<file path="config.mk">
export PLATFORM = sky130hd
export DESIGN_NAME = line_index_scanner_unit
export DESIGN_NICKNAME = d
export VERILOG_FILES = /design/src/hw/rtl/lis_pkg.sv /design/src/hw/rtl/line_index_scanner_unit.sv
export SDC_FILE = /design/constraint.sdc
export NUM_CORES = 2
export LEC_CHECK = 0
export BUFFER_PORTS_ARGS = -buffer_cell sky130_fd_sc_hd__buf_2
export CAP_MARGIN = 20
export CELL_PAD_IN_SITES_DETAIL_PLACEMENT = 1
export CELL_PAD_IN_SITES_GLOBAL_PLACEMENT = 1
export CORE_MARGIN = 2
export CORE_UTILIZATION = 52
export CTS_CLUSTER_SIZE = 40
export DETAILED_ROUTE_END_ITERATION = 8
export GPL_ROUTABILITY_DRIVEN = 0
export PLACE_DENSITY = 0.85
export SLEW_MARGIN = 20
export SYNTH_ARGS = -nofsm -noshare
export SYNTH_HDL_FRONTEND = slang
export SYNTH_SLANG_ARGS = --single-unit
</file>
<file path="constraint.sdc">
create_clock -name clock -period 14.07 [get_ports clock]
set_input_delay 0.7035 -clock clock [delete_from_list [all_inputs] [get_ports clock]]
set_output_delay 0.7035 -clock clock [all_outputs]
set_load 0.03 [all_outputs]
</file>
<file path="src/hw/rtl/lis_pkg.sv">
// ============================================================================
// Line index scanner package
// Shared constants, codes and types for the line index scanner.
// ============================================================================
`default_nettype none

package lis_pkg;

   // Width of the offset and line counters; counters saturate at all ones.
   localparam int OFFSET_BITS = 48;
   localparam logic [OFFSET_BITS-1:0] CNT_MAX = {OFFSET_BITS{1'b1}};

   // Width of the sample shift register.
   localparam int SHIFT_BITS = 6;

   // The newline byte.
   localparam logic [7:0] NL_BYTE = 8'h0A;

   // Reset values of the configuration registers.
   localparam logic [1:0]            START_RESET = 2'd0;
   localparam logic [SHIFT_BITS-1:0] SHIFT_RESET = SHIFT_BITS'(20);

   // Result queue depth and pointer widths.
   localparam int QUEUE_DEPTH = 4;
   localparam int PTR_BITS    = $clog2(QUEUE_DEPTH);
   localparam int CNT_BITS    = $clog2(QUEUE_DEPTH + 1);

   // Input item codes.
   typedef enum logic {
      OP_DATA = 1'b0,
      OP_END  = 1'b1
   } op_type;

   // Result item codes.
   typedef enum logic {
      KIND_CHECKPOINT = 1'b0,
      KIND_TOTALS     = 1'b1
   } kind_type;

   // Configuration register indexes.
   localparam logic [1:0] CSR_START_OFFSET = 2'd0;
   localparam logic [1:0] CSR_SAMPLE_SHIFT = 2'd1;

   // One result item.
   typedef struct packed {
      kind_type               kind;
      logic [OFFSET_BITS-1:0] offset;
      logic [OFFSET_BITS-1:0] line_number;
      logic [OFFSET_BITS-1:0] longest;
      logic                   last;
   } result_type;

endpackage : lis_pkg

`default_nettype wire

</file>
<file path="src/hw/rtl/line_index_scanner_unit.sv">
// ============================================================================
// Line index scanner unit
// Counts newlines in a byte stream, emits periodic offset checkpoints and
// file totals (size, line count, longest terminated line).
// ============================================================================
// The unit takes one file byte per clock while the result queue has room for
// two items. Each byte is handled in the cycle it is accepted: the position,
// newline and line-length registers update at that edge and any result is
// pushed into a four-entry result queue, so the input never waits on a single
// stalled result. A data byte yields at most one checkpoint; the end marker
// yields an optional checkpoint plus the totals item, so it pushes two queue
// entries when both appear. After the end marker the counters restart for the
// next file.
`default_nettype none

module line_index_scanner_unit (
   input  wire logic                            clock,
   input  wire logic                            reset,
   // Input items.
   input  wire logic                            req_tvalid,
   output      logic                            req_tready,
   input  wire logic [7:0]                      req_tdata,  // [7:0] data_byte
   input  wire logic                            req_tuser,  // [0] op
   // Result items.
   output      logic                            rsp_tvalid,
   input  wire logic                            rsp_tready,
   // [47:0] offset, [95:48] line_number, [143:96] longest
   output      logic [3*lis_pkg::OFFSET_BITS-1:0] rsp_tdata,
   output      logic                            rsp_tuser,  // [0] kind
   output      logic                            rsp_tlast,
   // Configuration writes.
   input  wire logic                            csr_valid,
   output      logic                            csr_ready,
   input  wire logic [1:0]                      csr_index,
   input  wire logic [lis_pkg::SHIFT_BITS-1:0]  csr_data
);

   import lis_pkg::*;

   // Configuration registers.
   logic [1:0]            start_offset_ff, start_offset_in;
   logic [SHIFT_BITS-1:0] sample_shift_ff, sample_shift_in;

   // Scan state.
   logic [OFFSET_BITS-1:0] position_ff, position_in;
   logic [OFFSET_BITS-1:0] newline_count_ff, newline_count_in;
   logic [OFFSET_BITS-1:0] line_begin_ff, line_begin_in;
   logic [OFFSET_BITS-1:0] longest_seen_ff, longest_seen_in;

   // Result queue.
   result_type            queue_ff [QUEUE_DEPTH];
   logic [PTR_BITS-1:0]   rd_ptr_ff, rd_ptr_in;
   logic [PTR_BITS-1:0]   wr_ptr_ff, wr_ptr_in;
   logic [CNT_BITS-1:0]   count_ff, count_in;

   logic                   item_accept;
   logic                   csr_accept;
   logic                   pop;
   logic [1:0]             push_count;
   result_type             res_a;
   result_type             res_b;
   result_type             head;
   logic                   is_checkpoint;
   logic [OFFSET_BITS-1:0] spacing_mask;
   logic [OFFSET_BITS-1:0] start_ext;
   logic [OFFSET_BITS-1:0] position_inc;
   logic [OFFSET_BITS-1:0] line_len;
   logic [OFFSET_BITS-1:0] total_lines;
   logic                   is_newline;
   op_type                 op;

   // Handshakes: room for two results lets any item in.
   assign csr_ready   = 1'b1;
   assign csr_accept  = csr_valid && csr_ready;
   assign req_tready  = (count_ff <= CNT_BITS'(QUEUE_DEPTH - 2));
   assign item_accept = req_tvalid && req_tready;
   assign rsp_tvalid  = (count_ff != '0);
   assign pop         = rsp_tvalid && rsp_tready;

   assign op         = op_type'(req_tuser);
   assign is_newline = (req_tdata == NL_BYTE);
   assign start_ext  = OFFSET_BITS'(start_offset_ff);

   // Checkpoint test on the current position.
   always_comb begin
      spacing_mask  = ~(CNT_MAX << sample_shift_ff);
      is_checkpoint = (32'(sample_shift_ff) < OFFSET_BITS) &&
                      (position_ff != CNT_MAX) &&
                      (position_ff > start_ext) &&
                      ((position_ff & spacing_mask) == '0);
   end

   // Saturating increments and line length.
   always_comb begin
      position_inc = (position_ff == CNT_MAX) ? CNT_MAX : position_ff + 1'b1;
      line_len     = (position_ff < line_begin_ff) ? '0 : position_ff - line_begin_ff;
      total_lines  = newline_count_ff;
      if (position_ff > line_begin_ff && newline_count_ff != CNT_MAX) begin
         total_lines = newline_count_ff + 1'b1;
      end
   end

   // Result items and scan state update for the accepted item.
   always_comb begin
      result_type cp;
      result_type tot;

      cp.kind         = KIND_CHECKPOINT;
      cp.offset       = position_ff;
      cp.line_number  = newline_count_ff;
      cp.longest      = '0;
      cp.last         = (op == OP_DATA);

      tot.kind        = KIND_TOTALS;
      tot.offset      = position_ff;
      tot.line_number = total_lines;
      tot.longest     = longest_seen_ff;
      tot.last        = 1'b1;

      res_a            = cp;
      res_b            = tot;
      push_count       = 2'd0;
      position_in      = position_ff;
      newline_count_in = newline_count_ff;
      line_begin_in    = line_begin_ff;
      longest_seen_in  = longest_seen_ff;

      if (item_accept) begin
         case (op)
            OP_DATA: begin
               push_count  = is_checkpoint ? 2'd1 : 2'd0;
               position_in = position_inc;
               if (is_newline) begin
                  if (line_len > longest_seen_ff) begin
                     longest_seen_in = line_len;
                  end
                  newline_count_in = (newline_count_ff == CNT_MAX) ?
                                     CNT_MAX : newline_count_ff + 1'b1;
                  line_begin_in    = position_inc;
               end
            end
            OP_END: begin
               if (is_checkpoint) begin
                  push_count = 2'd2;
               end else begin
                  res_a      = tot;
                  push_count = 2'd1;
               end
               // Restart for the next file.
               position_in      = start_ext;
               newline_count_in = '0;
               line_begin_in    = start_ext;
               longest_seen_in  = '0;
            end
            default: begin
               push_count = 2'd0;
            end
         endcase
      end
   end

   // Configuration writes; unknown indexes are ignored.
   always_comb begin
      start_offset_in = start_offset_ff;
      sample_shift_in = sample_shift_ff;
      if (csr_accept) begin
         case (csr_index)
            CSR_START_OFFSET: start_offset_in = csr_data[1:0];
            CSR_SAMPLE_SHIFT: sample_shift_in = csr_data;
            default: begin
               start_offset_in = start_offset_ff;
            end
         endcase
      end
   end

   // Queue pointers and fill count.
   always_comb begin
      wr_ptr_in = wr_ptr_ff + PTR_BITS'(push_count);
      rd_ptr_in = rd_ptr_ff + PTR_BITS'(pop);
      count_in  = count_ff + CNT_BITS'(push_count) - CNT_BITS'(pop);
   end

   // Control and state registers.
   always_ff @(posedge clock) begin
      if (reset) begin
         start_offset_ff  <= START_RESET;
         sample_shift_ff  <= SHIFT_RESET;
         position_ff      <= OFFSET_BITS'(START_RESET);
         newline_count_ff <= '0;
         line_begin_ff    <= OFFSET_BITS'(START_RESET);
         longest_seen_ff  <= '0;
         rd_ptr_ff        <= '0;
         wr_ptr_ff        <= '0;
         count_ff         <= '0;
      end else begin
         start_offset_ff  <= start_offset_in;
         sample_shift_ff  <= sample_shift_in;
         position_ff      <= position_in;
         newline_count_ff <= newline_count_in;
         line_begin_ff    <= line_begin_in;
         longest_seen_ff  <= longest_seen_in;
         rd_ptr_ff        <= rd_ptr_in;
         wr_ptr_ff        <= wr_ptr_in;
         count_ff         <= count_in;
      end
   end

   // Queue storage: up to two entries written per accepted item.
   always_ff @(posedge clock) begin
      if (push_count != 2'd0) begin
         queue_ff[wr_ptr_ff] <= res_a;
      end
      if (push_count == 2'd2) begin
         queue_ff[wr_ptr_ff + 1'b1] <= res_b;
      end
   end

   // Result port from the queue head.
   assign head      = queue_ff[rd_ptr_ff];
   assign rsp_tdata = {head.longest, head.line_number, head.offset};
   assign rsp_tuser = head.kind;
   assign rsp_tlast = head.last;

endmodule : line_index_scanner_unit

`default_nettype wire

</file>
==> impl_metrics.yaml <==
status:
  status: "finished, final reports clean"
pwr:
  peakVddDrop_mv: 0.204
  seqPwrFrac_pct: 38.4
  internal_power_mw: 4.72
  power.switching_mw: 2.56
  power_frac_clock_pct: 31.7
  p_sw_share_pct: 35.2
  power_frac_comb_pct: 29.9
  p_leak_nw: 15.6
  p_per_area_nw_per_um2: 158
clock_network:
  cts-htree-levels: 3
  cts_inserted_buffers: 85
  clk_pin_slew_ns: 0.06
  clockBufferDepth: 3
  cts_setup_buffers: 0
  clock_latency_ns: 0.66
  ctsHoldBuffers: 0
  clockRootBuffer: "clkbuf_16"
  cts.sinks: 791
  cts_tree: "done"
  cts_resized: 0
critical_path:
  cp_max_fo: 49
  critPathKind: "reg -> reg"
  cp-end-kind: "register"
  crit_path_start_kind: "register"
  arrival_ns: 7.87
  reg2reg_setup_slack_ns: 6.77
  reg2reg_depth: 24
  reg2reg_to: "longest_seen_ff[30]"
  reg2reg_from: "position_ff[0]"
  worstPathRequired_ns: 14.64
worst_hold_path:
  hold_depth: 3
  hp-start: "csr_data[4]"
  hp-class: "in -> reg"
  whs_endpoint: "sample_shift_ff[4]"
global_routing:
  gr-total-overflow: 0
  grt_max_degree: 86
  antenna_found_initial: 8
  grt_usage_pct: 32.7
  grt_pass1_vias: 34300
  grt_pass1_wl_mm: 208
final_layout:
  fillers: 8529
  stdcell_area_um2: 46100
  drive_above_1_share_pct: 14.0
  area_delta_synth_final_pct: 9.68
  nets: 4017
synthesis:
  synth_cells: 3929
  ys_top_cells_by_area: "edfxtp_1, dfxtp_1, mux4_2, a21oi_1, and2_1"
  synth_top_area_cell: "edfxtp_1"
  ys_warn_count: 0
  synthArstFlopShare_pct: 0
  synth-edff-count: 576
  yosysMostFrequentCell: "edfxtp_1"
  synth_area_um2: 42000
  syn_nets: 4060
  synth_top_area_share_pct: 41.2
  synth.avg_cell_area_um2: 10.7
  synthFlopType: "edfxtp_1"
  synthDistinctLibCells: 86
  yosys-top-cells-count: "edfxtp_1, nor2_1, a21oi_1"
  synth_seq_area_share_pct: 51.4
  synth_seq_cells: 791
timing:
  worst_pin_slew_ns: 1.30
  hold_violations: 0
  rsz0062_at_grt: "false"
  slew_headroom_pct: 12.7
  worst_slack_ns: 6.77
  timing.fmax_mhz: 137
  min_period_over_period_pct: 51.9
  tns_ns: 0
  setup_violations: 0
  skew_ns: 0.0284
  drv_slew: 0
  min_period_ns: 7.30
detailed_routing:
  drtAntennaViolNets: 0
  via_per_inst: 6.71
  finalWirelength_mm: 137
  vias: 33700
  firstDrtPassIters: 6
  drt_iter0_drc: 3876
  drc_errors: 0
  drt-wirelength-per-cell_um: 27.2
placement:
  dp_slack_ns: 6.96
  portBuffers: 169
  hpwl_mm: 88.1
  placed_area_um2: 43200
die:
  start_util_pct: 52.3
  core_um2: 80300
  die-area_um2: 83000
  num_rows: 104
  die_width_um: 288
  die_h_um: 288
  ios: 171
flow_run:
  drv_cap: 0
==> metrics by stage <==
stage | util (%) | hold WS [ns] | power [mW] | cells
after floorplan | - | 0.432 | 4.33 | 3929
after global placement | 53.8 | 0.438 | 4.95 | 4858
after detailed placement | 53.8 | 0.446 | 5.00 | 4858
after CTS | 57.3 | 0.249 | 7.29 | 5018
after global routing | 57.4 | 0.281 | 7.51 | 5019
final | 57.4 | 0.272 | 7.28 | 5020
==> worst max path at each step <==
stage | start | to | slack, ns | cells past startpoint
global placement | position_ff[0] | longest_seen_ff[30] | 7.13 | 24
CTS | position_ff[0] | longest_seen_ff[31] | 6.87 | 24
finish | position_ff[0] | longest_seen_ff[30] | 6.77 | 24
global route | position_ff[0] | longest_seen_ff[30] | 6.40 | 24
floorplan | position_ff[1] | queue_ff[2][54] | 5.45 | 20
detailed placement | position_ff[0] | longest_seen_ff[31] | 6.96 | 24
==> layout make-up <==
class                   count  area, um2  share of cell area (%)
clock buffers             123       2520                    5.47
flip-flops and latches    791      21600                    46.9
repair buffers            214       1190                    2.59
well taps                1060       1330                    2.88
diodes                      1       2.50                 0.00543
inverters                 144        561                    1.22
clock inverters            37        330                   0.717
multi-input cells        2650      18500                    40.2
==> sequential cells by signal, summed over array words and instances (netlist names) <==
register,flops
count_ff,3
line_begin_ff,48
longest_seen_ff,48
newline_count_ff,48
position_ff,48
queue_ff,584
rd_ptr_ff,2
sample_shift_ff,6
start_offset_ff,2
wr_ptr_ff,2
==> routing by layer <==
metal / wire (um) / global-route usage (%) / up-vias
li1: - / - / 14600
met1: 56500 / 46.3 / 17000
met2: 61800 / 49.9 / 1794
met3: 13400 / 6.01 / 333
met4: 4940 / 13.0 / 8
met5: 52 / 0 / -
==> critical path, stage by stage (launching register included) <==
cell	delay (ns)
dfxtp_1	0.40
inv_1	0.23
ha_1	0.25
inv_1	0.07
fa_1	0.43
a211o_1	0.35
a21oi_1	0.26
nor3_1	0.12
nor3_1	0.47
o221ai_2	0.28
a221oi_4	0.29
buf_4	0.51
nor2_1	0.14
ha_1	0.35
a2111oi_0	0.36
o21ai_0	0.17
o21ai_0	0.21
nor2_1	0.08
o31a_1	0.28
a311oi_1	0.20
o211ai_1	0.20
a21oi_2	0.16
buf_4	0.35
and2_1	0.75
a22o_1	0.29
==> cells by family after synthesis <==
kind of cell	count (synthesis)	share of synthesized area (%)
AO/OA/AOI/OAI	985	15.1
XOR/XNOR	91	1.90
adder cells (fa/ha/maj)	111	3.33
buffers and inverters	488	4.59
flip-flops	791	51.4
multiplexers	157	8.10
other	1	0.00893
AND/OR/NAND/NOR	1305	15.5
==> placed cells by master, fill, tap and decap left out, types with 24 or more instances in the layout <==
master,n
nor2_1,395
dfxtp_1,213
a221o_1,25
o22ai_1,64
and2_1,253
nand2_1,223
nor3_1,93
a22oi_1,33
inv_1,139
buf_4,46
edfxtp_1,576
a311oi_1,36
a21o_1,60
nand3_1,90
o21a_1,24
o21ai_0,127
a21oi_1,332
xor2_1,40
a31oi_1,75
and3_1,61
nor4_1,34
mux4_2,146
or3_1,25
ha_1,107
a211oi_1,69
xnor2_1,51
clkbuf_16,91
nand4_1,39
buf_2,167
==> power groups by stage <==
stage | combinational [mW] | clock [mW] | sequential, mW
floorplan | 1.52 | 0 | 2.81
global placement | 2.12 | 0 | 2.83
detailed placement | 2.16 | 0 | 2.85
CTS | 2.17 | 2.32 | 2.80
global route | 2.29 | 2.40 | 2.82
finish | 2.18 | 2.31 | 2.80
(Power assumes the default switching activity.)
